### src/hdl/l4csum_pkg.sv
package l4csum_pkg;

   localparam logic [15:0] HDR_BYTES = 16'd20;
   localparam int QUEUE_DEPTH = 2;

   typedef struct packed {
      logic [15:0] byte_pos;
      logic [19:0] hdr_sum;
      logic [31:0] pay_sum;
      logic [15:0] tot_len;
      logic [7:0]  proto;
      logic [31:0] src_ip;
      logic [31:0] dst_ip;
   } l4csum_pkt_type;

   typedef struct packed {
      logic           valid;
      l4csum_pkt_type pkt;
   } l4csum_push_type;

   typedef struct packed {
      logic           valid;
      l4csum_pkt_type pkt;
   } l4csum_head_type;

   typedef struct packed {
      logic        length_error;
      logic [15:0] l4_checksum;
      logic [15:0] pseudo_header_sum;
      logic [15:0] ip_header_checksum;
   } l4csum_result_type;

endpackage

### src/hdl/l4csum_front.sv
module l4csum_front
   import l4csum_pkg::*;
(
   input  logic            clock,
   input  logic            reset,
   input  logic            req_tvalid,
   output logic            req_tready,
   input  logic [15:0]     req_tdata,
   input  logic [1:0]      req_tuser,
   input  logic            req_tlast,
   input  logic            queue_full,
   output l4csum_push_type push
);

   l4csum_pkt_type state_ff, state_in;
   l4csum_pkt_type after_hi, after_lo;
   logic           accept;

   function automatic l4csum_pkt_type take_byte(input l4csum_pkt_type s, input logic [7:0] b);
      l4csum_pkt_type r;
      logic [15:0]    v;
      r = s;
      v = s.byte_pos[0] ? {8'h00, b} : {b, 8'h00};
      if (s.byte_pos < HDR_BYTES) begin
         r.hdr_sum = s.hdr_sum + {4'h0, v};
         if (s.byte_pos == 16'd2 || s.byte_pos == 16'd3) begin
            r.tot_len = {s.tot_len[7:0], b};
         end else if (s.byte_pos == 16'd9) begin
            r.proto = b;
         end else if (s.byte_pos >= 16'd12 && s.byte_pos < 16'd16) begin
            r.src_ip = {s.src_ip[23:0], b};
         end else if (s.byte_pos >= 16'd16) begin
            r.dst_ip = {s.dst_ip[23:0], b};
         end
      end else if (s.byte_pos < s.tot_len) begin
         r.pay_sum = s.pay_sum + {16'h0000, v};
      end
      if (s.byte_pos != 16'hffff) begin
         r.byte_pos = s.byte_pos + 16'd1;
      end
      return r;
   endfunction

   assign req_tready = !queue_full;
   assign accept     = req_tvalid && req_tready;

   always_comb begin
      after_hi = state_ff;
      if (req_tuser != 2'd0) begin
         after_hi = take_byte(state_ff, req_tdata[15:8]);
      end
      after_lo = after_hi;
      if (req_tuser >= 2'd2) begin
         after_lo = take_byte(after_hi, req_tdata[7:0]);
      end
   end

   always_comb begin
      state_in = state_ff;
      if (accept) begin
         state_in = req_tlast ? '0 : after_lo;
      end
   end

   always_comb begin
      push.valid = accept && req_tlast;
      push.pkt   = after_lo;
   end

   always_ff @(posedge clock) begin
      if (reset) begin
         state_ff <= '0;
      end else begin
         state_ff <= state_in;
      end
   end

endmodule

### src/hdl/l4csum_queue.sv
module l4csum_queue
   import l4csum_pkg::*;
#(
   parameter int DEPTH = QUEUE_DEPTH
)
(
   input  logic            clock,
   input  logic            reset,
   input  l4csum_push_type push,
   output logic            full,
   output l4csum_head_type head,
   input  logic            pop
);

   localparam int PTR_W = $clog2(DEPTH);
   localparam int CNT_W = $clog2(DEPTH + 1);

   l4csum_pkt_type    slot_ff [DEPTH];
   logic [PTR_W-1:0]  wr_ptr_ff, wr_ptr_in;
   logic [PTR_W-1:0]  rd_ptr_ff, rd_ptr_in;
   logic [CNT_W-1:0]  count_ff, count_in;
   logic              do_pop;

   assign do_pop     = pop && (count_ff != '0);
   assign full       = (count_ff == CNT_W'(DEPTH));
   assign head.valid = (count_ff != '0);
   assign head.pkt   = slot_ff[rd_ptr_ff];

   always_comb begin
      wr_ptr_in = wr_ptr_ff;
      rd_ptr_in = rd_ptr_ff;
      count_in  = count_ff;
      if (push.valid) begin
         wr_ptr_in = (wr_ptr_ff == PTR_W'(DEPTH - 1)) ? '0 : wr_ptr_ff + PTR_W'(1);
      end
      if (do_pop) begin
         rd_ptr_in = (rd_ptr_ff == PTR_W'(DEPTH - 1)) ? '0 : rd_ptr_ff + PTR_W'(1);
      end
      if (push.valid && !do_pop) begin
         count_in = count_ff + CNT_W'(1);
      end else if (do_pop && !push.valid) begin
         count_in = count_ff - CNT_W'(1);
      end
   end

   always_ff @(posedge clock) begin
      if (push.valid) begin
         slot_ff[wr_ptr_ff] <= push.pkt;
      end
   end

   always_ff @(posedge clock) begin
      if (reset) begin
         wr_ptr_ff <= '0;
         rd_ptr_ff <= '0;
         count_ff  <= '0;
      end else begin
         wr_ptr_ff <= wr_ptr_in;
         rd_ptr_ff <= rd_ptr_in;
         count_ff  <= count_in;
      end
   end

endmodule

### src/hdl/l4csum_back.sv
module l4csum_back
   import l4csum_pkg::*;
(
   input  logic              clock,
   input  logic              reset,
   input  logic              tso_zero_length,
   input  l4csum_head_type   head,
   output logic              pop,
   output logic              rsp_tvalid,
   input  logic              rsp_tready,
   output l4csum_result_type result
);

   typedef struct packed {
      logic [16:0] hdr_part;
      logic [16:0] pay_part;
      logic [18:0] addr_sum;
      logic [15:0] l4_len;
      logic        err;
   } s1_type;

   typedef struct packed {
      logic [15:0] hdr_fold;
      logic [15:0] pay_fold;
      logic [18:0] ps_len_raw;
      logic [18:0] ps_zero_raw;
      logic        err;
   } s2_type;

   typedef struct packed {
      logic [15:0] hdr_chk;
      logic [15:0] pay_fold;
      logic [15:0] ps_len;
      logic [15:0] ps_zero;
      logic        err;
   } s3_type;

   s1_type            s1_ff, s1_in;
   s2_type            s2_ff, s2_in;
   s3_type            s3_ff, s3_in;
   l4csum_result_type out_ff, out_in;
   logic              s1_v_ff, s1_v_in, s2_v_ff, s2_v_in, s3_v_ff, s3_v_in;
   logic              out_v_ff, out_v_in;
   logic              rdy1, rdy2, rdy3, rdy4;
   logic [16:0]       l4_raw;
   logic [15:0]       l4_fold;

   function automatic logic [15:0] fold19(input logic [18:0] s);
      logic [16:0] t;
      t = {14'h0, s[18:16]} + {1'b0, s[15:0]};
      return t[15:0] + {15'h0, t[16]};
   endfunction

   assign rdy4 = !out_v_ff || rsp_tready;
   assign rdy3 = !s3_v_ff || rdy4;
   assign rdy2 = !s2_v_ff || rdy3;
   assign rdy1 = !s1_v_ff || rdy2;
   assign pop  = head.valid && rdy1;

   always_comb begin
      s1_in.hdr_part = {13'h0, head.pkt.hdr_sum[19:16]} + {1'b0, head.pkt.hdr_sum[15:0]};
      s1_in.pay_part = {1'b0, head.pkt.pay_sum[31:16]} + {1'b0, head.pkt.pay_sum[15:0]};
      s1_in.addr_sum = {3'h0, head.pkt.src_ip[31:16]} + {3'h0, head.pkt.src_ip[15:0]}
                     + {3'h0, head.pkt.dst_ip[31:16]} + {3'h0, head.pkt.dst_ip[15:0]}
                     + {11'h0, head.pkt.proto};
      s1_in.l4_len   = (head.pkt.tot_len >= HDR_BYTES) ? head.pkt.tot_len - HDR_BYTES : '0;
      s1_in.err      = (head.pkt.tot_len < HDR_BYTES) || (head.pkt.byte_pos < head.pkt.tot_len);
   end

   always_comb begin
      s2_in.hdr_fold    = s1_ff.hdr_part[15:0] + {15'h0, s1_ff.hdr_part[16]};
      s2_in.pay_fold    = s1_ff.pay_part[15:0] + {15'h0, s1_ff.pay_part[16]};
      s2_in.ps_len_raw  = s1_ff.addr_sum + {3'h0, s1_ff.l4_len};
      s2_in.ps_zero_raw = s1_ff.addr_sum;
      s2_in.err         = s1_ff.err;
   end

   always_comb begin
      s3_in.hdr_chk  = (s2_ff.hdr_fold == 16'hffff) ? 16'hffff : ~s2_ff.hdr_fold;
      s3_in.pay_fold = s2_ff.pay_fold;
      s3_in.ps_len   = fold19(s2_ff.ps_len_raw);
      s3_in.ps_zero  = fold19(s2_ff.ps_zero_raw);
      s3_in.err      = s2_ff.err;
   end

   always_comb begin
      l4_raw  = {1'b0, s3_ff.pay_fold} + {1'b0, s3_ff.ps_len};
      l4_fold = l4_raw[15:0] + {15'h0, l4_raw[16]};
      out_in.ip_header_checksum = s3_ff.hdr_chk;
      out_in.pseudo_header_sum  = tso_zero_length ? s3_ff.ps_zero : s3_ff.ps_len;
      out_in.l4_checksum        = (l4_fold == 16'hffff) ? 16'hffff : ~l4_fold;
      out_in.length_error       = s3_ff.err;
   end

   always_comb begin
      s1_v_in  = rdy1 ? head.valid : s1_v_ff;
      s2_v_in  = rdy2 ? s1_v_ff : s2_v_ff;
      s3_v_in  = rdy3 ? s2_v_ff : s3_v_ff;
      out_v_in = rdy4 ? s3_v_ff : out_v_ff;
   end

   always_ff @(posedge clock) begin
      if (rdy1) begin
         s1_ff <= s1_in;
      end
      if (rdy2) begin
         s2_ff <= s2_in;
      end
      if (rdy3) begin
         s3_ff <= s3_in;
      end
      if (rdy4) begin
         out_ff <= out_in;
      end
   end

   always_ff @(posedge clock) begin
      if (reset) begin
         s1_v_ff  <= 1'b0;
         s2_v_ff  <= 1'b0;
         s3_v_ff  <= 1'b0;
         out_v_ff <= 1'b0;
      end else begin
         s1_v_ff  <= s1_v_in;
         s2_v_ff  <= s2_v_in;
         s3_v_ff  <= s3_v_in;
         out_v_ff <= out_v_in;
      end
   end

   assign rsp_tvalid = out_v_ff;
   assign result     = out_ff;

endmodule

### src/hdl/ipv4_l4_checksum_engine.sv
// Channel  Direction  Word                                   Sideband
// req      in         tdata: data_word, 16 bits              tuser: byte_count, tlast: last
// rsp      out        tdata: header csum, pseudo sum, L4,    none
//                            length error
// csr      in         csr_wr_data: tso_zero_length           csr_wr_en
//
// One packet word is taken every cycle while the queue is not full; the running sums
// are updated by two chained byte adds in the front.
// A result passes from the queue through a four-stage fold and complement
// pipeline in the back (s1, s2, s3, out).
// Reset is synchronous and clears the packet state, the queue, the pipeline valids and the register.
// Up to QUEUE_DEPTH_P finished packets wait in the queue while rsp is stalled;
// req_tready falls only when that queue is full.
module ipv4_l4_checksum_engine
   import l4csum_pkg::*;
#(
   parameter int QUEUE_DEPTH_P = QUEUE_DEPTH
)
(
   input  logic        clock,
   input  logic        reset,
   input  logic        req_tvalid,
   output logic        req_tready,
   input  logic [15:0] req_tdata,   // [15:0] data_word
   input  logic [1:0]  req_tuser,   // [1:0] byte_count
   input  logic        req_tlast,
   output logic        rsp_tvalid,
   input  logic        rsp_tready,
   // [15:0] ip_header_checksum, [31:16] pseudo_header_sum,
   // [47:32] l4_checksum, [48] length_error, [55:49] zero
   output logic [55:0] rsp_tdata,
   input  logic        csr_wr_en,
   input  logic        csr_wr_data
);

   logic              tso_ff, tso_in;
   l4csum_push_type   push;
   l4csum_head_type   head;
   logic              queue_full;
   logic              pop;
   l4csum_result_type result;

   assign tso_in = csr_wr_en ? csr_wr_data : tso_ff;

   always_ff @(posedge clock) begin
      if (reset) begin
         tso_ff <= 1'b0;
      end else begin
         tso_ff <= tso_in;
      end
   end

   l4csum_front u_front (
      .clock      (clock),
      .reset      (reset),
      .req_tvalid (req_tvalid),
      .req_tready (req_tready),
      .req_tdata  (req_tdata),
      .req_tuser  (req_tuser),
      .req_tlast  (req_tlast),
      .queue_full (queue_full),
      .push       (push)
   );

   l4csum_queue #(
      .DEPTH (QUEUE_DEPTH_P)
   ) u_queue (
      .clock (clock),
      .reset (reset),
      .push  (push),
      .full  (queue_full),
      .head  (head),
      .pop   (pop)
   );

   l4csum_back u_back (
      .clock           (clock),
      .reset           (reset),
      .tso_zero_length (tso_ff),
      .head            (head),
      .pop             (pop),
      .rsp_tvalid      (rsp_tvalid),
      .rsp_tready      (rsp_tready),
      .result          (result)
   );

   assign rsp_tdata = {7'h00, result.length_error, result.l4_checksum,
                       result.pseudo_header_sum, result.ip_header_checksum};

endmodule

### config.mk
export PLATFORM = sky130hd
export DESIGN_NAME = ipv4_l4_checksum_engine
export DESIGN_NICKNAME = d
export VERILOG_FILES = /design/src/hdl/l4csum_pkg.sv /design/src/hdl/l4csum_front.sv /design/src/hdl/l4csum_queue.sv /design/src/hdl/l4csum_back.sv /design/src/hdl/ipv4_l4_checksum_engine.sv
export SDC_FILE = /design/constraint.sdc
export NUM_CORES = 2
export LEC_CHECK = 0
export BUFFER_PORTS_ARGS = -buffer_cell sky130_fd_sc_hd__buf_2
export CAP_MARGIN = 30
export CELL_PAD_IN_SITES_DETAIL_PLACEMENT = 1
export CELL_PAD_IN_SITES_GLOBAL_PLACEMENT = 1
export CORE_UTILIZATION = 45
export DETAILED_ROUTE_END_ITERATION = 8
export MAX_ROUTING_LAYER = met4
export PLACE_DENSITY_LB_ADDON = 0.1
export SLEW_MARGIN = 0
export SYNTH_ARGS = -nofsm -noshare
export SYNTH_HDL_FRONTEND = slang
export SYNTH_SLANG_ARGS = --single-unit
### constraint.sdc
create_clock -name clock -period 14.7 [get_ports clock]
set_input_delay 0 -clock clock [delete_from_list [all_inputs] [get_ports clock]]
set_output_delay 0 -clock clock [all_outputs]
set_load 0.03 [all_outputs]
# After elaboration in Yosys (flattened, before gate mapping)
# Memories as Yosys holds them, arrays and structs flattened. A register that Yosys moved wholly into a read port is not among the register bits.
# Cells that the tools add are included.
# word_totals
mem_bits_rw	312
mem_count	1
output_inout_bits	58
wordCells	151
in_bits	25
reg_bits	420
# mem_list
name	words	width	rd	rd_ports_with_merged_regs	wr	line	source
u_queue.slot_ff	2	156	1	1	1	l4csum_queue.sv:18	l4csum_pkt_type slot_ff [DEPTH];
# op_classes
n_eq_ne	11
n_lt_le_gt_ge	14
bitwise_logic	2
n_reduce_logical	25
add_sub_neg	26
muxes	38
# op_table
op	n
2-to-1 mux 156 bit	3
2-to-1 mux 32 bit	10
2-to-1 mux 88 bit	2
2-to-1 mux 72 bit	2
2-to-1 mux 64 bit	2
2-to-1 mux 16 bit	7
adder 16 x 1 -> 16 bit	5
< comparator 16 x 5 -> 1 bit (second input constant)	5
adder 32 x 16 -> 32 bit	2
equality test 16 x 2 -> 1 bit (second input constant)	4
adder 19 x 16 -> 19 bit	3
adder 16 x 16 -> 17 bit	3
greater-or-equal comparator 16 x 5 -> 1 bit (second input constant)	3
< comparator 16 bit	3
adder 20 x 16 -> 20 bit	2
2-to-1 mux 20 bit	2
adder 3 x 16 -> 17 bit	2
adder 16 x 1 -> 16 bit (second input constant)	2
equality test 16 bit (second input constant)	2
equality test 16 x 4 -> 1 bit (second input constant)	2
greater-or-equal comparator 16 x 4 -> 1 bit (second input constant)	2
inequality test 16 bit (second input constant)	2
NOT 16 bit	2
adder 19 x 8 -> 19 bit	1
other kinds (14)	43

# Logic depth before layout (Yosys ltp)
# depth
depth_word	15
depth_mapped	28
depth_no_buf	23

# By module
# From an unflattened synthesis, not the netlist that was laid out.
# hier_totals
cells_unflattened	3743
area_unflattened_um2	41343.4
# by_module_without_submodules
mod	seq_area_each_um2	n_inst	cells_each	area_per_inst_um2
l4csum_back	7737.4	1	1297	15273.4
l4csum_front	3123.0	1	1928	14457.6
l4csum_queue	9469.1	1	507	11522.3
ipv4_l4_checksum_engine	20.0	1	11	90.1

# Least setup slack after synthesis
# Ideal clock, no wire load.
# synth_timing
path_type	register to register
start	register u_queue.count_ff[0]
end	memory u_queue.slot_ff[0][0] (netlist bit) (enable)
synth_period_minus_slack_ns	8.199
path_stages_with_launch	5
required_time_ns	14.027
slack_ns	6.501
t_arrival_ns	7.525
n_path_buf	0
setup_time_ns	0.673
path_cell_list	dfxtp_1 nand2b_1 and2_1 nand2_1 nor2_1
# synth_via
elab_chain_len	6
# synth_rtl
item	line	source
start: declaration	l4csum_queue.sv:21	logic [CNT_W-1:0] count_ff, count_in;
start signal: assignment	l4csum_queue.sv:60	count_ff <= count_in;
equality test 2 bit	l4csum_queue.sv:25	assign full = (count_ff == CNT_W'(DEPTH));
logical NOT 1 bit	l4csum_front.sv:44	assign req_tready = !queue_full;
net req_tready	ipv4_l4_checksum_engine.sv:23	output logic req_tready,
logical AND 1 bit	l4csum_front.sv:45	assign accept = req_tvalid && req_tready;
logical AND 1 bit	l4csum_front.sv:66	push.valid = accept && req_tlast;
2-to-1 mux 1 bit	l4csum_queue.sv:47	if (push.valid) begin
2-to-1 mux 1 bit (not written as such)	l4csum_queue.sv:48	slot_ff[wr_ptr_ff] <= push.pkt;
end: declaration	l4csum_queue.sv:18	
# The timed path passes the listed nets, and every way through them passes these cells.

==> out/qor.csv <==
stage;metric;value;unit
floorplan;die_h;305;um
sta;layout_min_cycle_time;6.41;ns
run_status;status;complete, no violations;
placed_design;gp_congestion;0.916;
grt;antenna_found_initial;4;
critical_path;critPathMaxFanout;128;
grt;grt_pass1_vias;31200;
clocking;htree_levels;3;
grt;grt_pass1_wl;187;mm
placed_design;placed_area;42700;sq um
detailed_routing;routed_wl;122;mm
final_layout;fin_nets;4114;
synth;syn_inst;3811;
detailed_routing;antenna_left;0;
sta;fin_tns_setup;0;ns
detailed_routing;dr_total_vias;30100;
floorplan;initial_core_util;45.6;%
flow_run;maxCapViolations;0;
synth;synth.yosys.warnings;0;
sta;period_share;43.6;%
power;irDropWorstVdd;0.000120;V
clocking;root_buffer;clkbuf_16;
placed_design;dp_cells;4914;
final_layout;fin_area;45700;sq um
floorplan;num_io_pins;83;
final_layout;fin_cells;5088;
synth;async_flop_share;0;%
synth;netlist.area_leader.share;41.3;%
clocking;cts.sinks;733;
critical_path;r2r_slack;8.29;ns
clocking;cts.clk_slew.worst_paths;0.06;ns
worst_hold_path;hp-class;input pin to flop;
floorplan;fp-row-count;110;
synth;synth_area_leader_cell;edfxtp_1;
clocking;clock_path_buffers;3;
synth;yosys-top-cells-area;edfxtp_1 41%, dfxtp_1 8.1%, ha_1 6.6%;
critical_path;r2r_cells;16;
sta;final_hold_viol_count;0;
grt;gr-total-overflow;0;
power;powerDensity;195;nW/um^2
worst_hold_path;whs_path_depth;5;
clocking;numCtsBuffers;84;
synth;synthTopCellsByCount;567 x edfxtp_1, 445 x nor2_1, 260 x nand2_1;
synth;netlist_area;41200;sq um
synth;ys_seq_area_share;49.3;%
clocking;cts_setup_buffers;0;
final_layout;drive_gt1_share;12.1;%
critical_path;critPathLaunchType;flop;
sta;setup_viol;0;
power;leakagePower;17.1;nW
placed_design;dp_hpwl;90.4;mm
sta;fmax;156;MHz
final_layout;area_delta_synth_final;10.7;%
synth;avgSynthCellArea;10.8;sq um
sta;rsz0062_at_grt;false;
critical_path;required;15.09;ns
detailed_routing;drcViolationCount;0;
clocking;clock_latency;0.66;ns
detailed_routing;wl_per_cell;24.0;um
grt;grt_max_degree;130;
critical_path;cp.arrival;6.80;ns
floorplan;core_area;90400;sq um
floorplan;die_w;305;um
worst_hold_path;min-delay-start;req_tvalid;
detailed_routing;drt_iter0_drc;2051;
synth;synth_most_common_cell;edfxtp_1;
synth;yosysUniqueCellTypes;113;
sta;relSlewSlack;35.8;%
placed_design;numPortBuffers;75;
clocking;cts_tree;yes;
critical_path;path_class;flop to flop;
sta;slew_viol_final;0;
sta;skew;0.0325;ns
detailed_routing;via_per_inst;5.91;
detailed_routing;dr.pass1.iters;5;
final_layout;post-route-util;50.5;%
synth;synth-seq-cells;733;
worst_hold_path;worstHoldEndpoint;u_front.state_ff[105];
critical_path;cp-end-kind;flop;
synth;synth_edf_count;567;
synth;synth_flop_cell;edfxtp_1;
sta;hold-worst-slack;0.0840;ns
sta;worst_pin_slew;0.962;ns
floorplan;dieArea;92900;sq um
critical_path;reg2reg_to;u_back.s1_ff[33];
grt;grt_usage;26.9;%
## cell usage in the layout (no fill, tap or decap), types with 21 or more instances in the layout
cell type  synthesis  layout
a211oi_1          22      22
a21o_1            44      44
a21oi_1          143     143
a22o_1            21      21
a22oi_1          123     123
a31oi_1           27      27
and3_1            47      46
buf_2             31      76
buf_4             10      32
clkbuf_16          0      87
dfxtp_1          166     164
edfxtp_1         567     567
fa_1              33      33
ha_1             217     217
inv_1            143     141
mux2_2           148     148
mux2i_1           90      90
nand2_1          260     257
nand3_1           90      90
nand4_1           46      46
nor2_1           445     441
nor2b_1           43      43
nor3_1            58      58
o211ai_1          22      22
o21a_1            28      28
o21ai_0          146     146
o22ai_1           55      55
or2_2             21      21
or3_1             21      21
xnor2_1          197     196
xor2_1           103     102
## registers in the layout (all words and copies together) (netlist names), 2 cells and up, named ones only
| register | flops |
|---|---|
| u_back.s1_ff | 70 |
| u_back.out_in | 17 |
| u_queue.slot_ff | 312 |
| u_front.state_ff | 156 |
| u_back.s3_ff | 48 |
| u_back.s2_ff | 71 |
| u_back.result | 49 |
| u_queue.count_ff | 2 |
## kinds of logic (layout without fill, tap and decap cells)
group	Yosys count	count (layout)	share of synthesized area (%)
buffers and inverters	338	429	3.32
and+or+nand+nor	1152	1152	13.2
other	1	11	0.00909
muxes	238	238	6.23
adders and majority gates	253	253	8.26
xor gates and xnor gates	301	301	6.41
DFF	733	733	49.3
AOI/OAI and AO/OA	795	795	13.2
## layer usage
metal  track usage, %  routed length [um]
met1             34.3               54200
met2             43.9               58100
met3             3.21                5570
met4             9.84                4140
met5                -                   0
## worst max-delay path, stage by stage (launching register included)
cell,delay (ns)
dfxtp_4,0.85
buf_12,0.53
mux2_2,0.43
ha_1,0.30
a21oi_1,0.24
nor2b_1,0.08
o21a_1,0.19
o31a_1,0.27
o41ai_1,0.58
xnor2_1,0.20
fa_1,0.51
ha_1,0.31
ha_1,0.26
o41ai_1,0.63
o2111ai_1,0.20
a21oi_1,0.27
xnor2_1,0.10
## report_power, final
group / internal (mW) / total (mW) / switching [mW]
Combinational: 1.43 / 3.54 / 2.11
Sequential: 2.92 / 3.23 / 0.309
Clock: 1.28 / 2.14 / 0.864
Total: 5.62 / 8.90 / 3.28
## metrics by stage
step	power, mW	setup WS (ns)
2_1_floorplan	5.75	6.50
3_3_place_gp	6.63	8.36
6_report	8.90	8.29
5_1_grt	9.47	7.75
4_1_cts	8.98	8.24
3_5_place_dp	6.80	8.26
## how the worst max path moves through the flow
stage | start | end | slack, ns
CTS | flop | u_back.s1_ff[34] | 8.24
floorplan | u_queue.count_ff[0] | u_queue.slot_ff[0][0] | 6.50
global route | flop | u_back.s1_ff[34] | 7.75
finish | flop | u_back.s1_ff[33] | 8.29
detailed placement | flop | u_back.s1_ff[34] | 8.26
global placement | u_front.state_ff[140] | u_front.state_ff[26] | 8.36
## final cells by class
class	instances	area (sq um)
inverter	146	548
clock buffer	108	2290
timing repair buffer	128	871
clock inverter	47	517
multi-input combinational	2746	19600
sequential	733	20400
antenna	4	10.0
fill	9661	44800
tap	1176	1470
## repair_timing
item | in CTS | in global routing
gates resized for setup | 0 | 0
hold endpoints to repair | 99 | 0
hold buffers | 14 | 0
No activity file was read; power rests on OpenSTA's default activity.
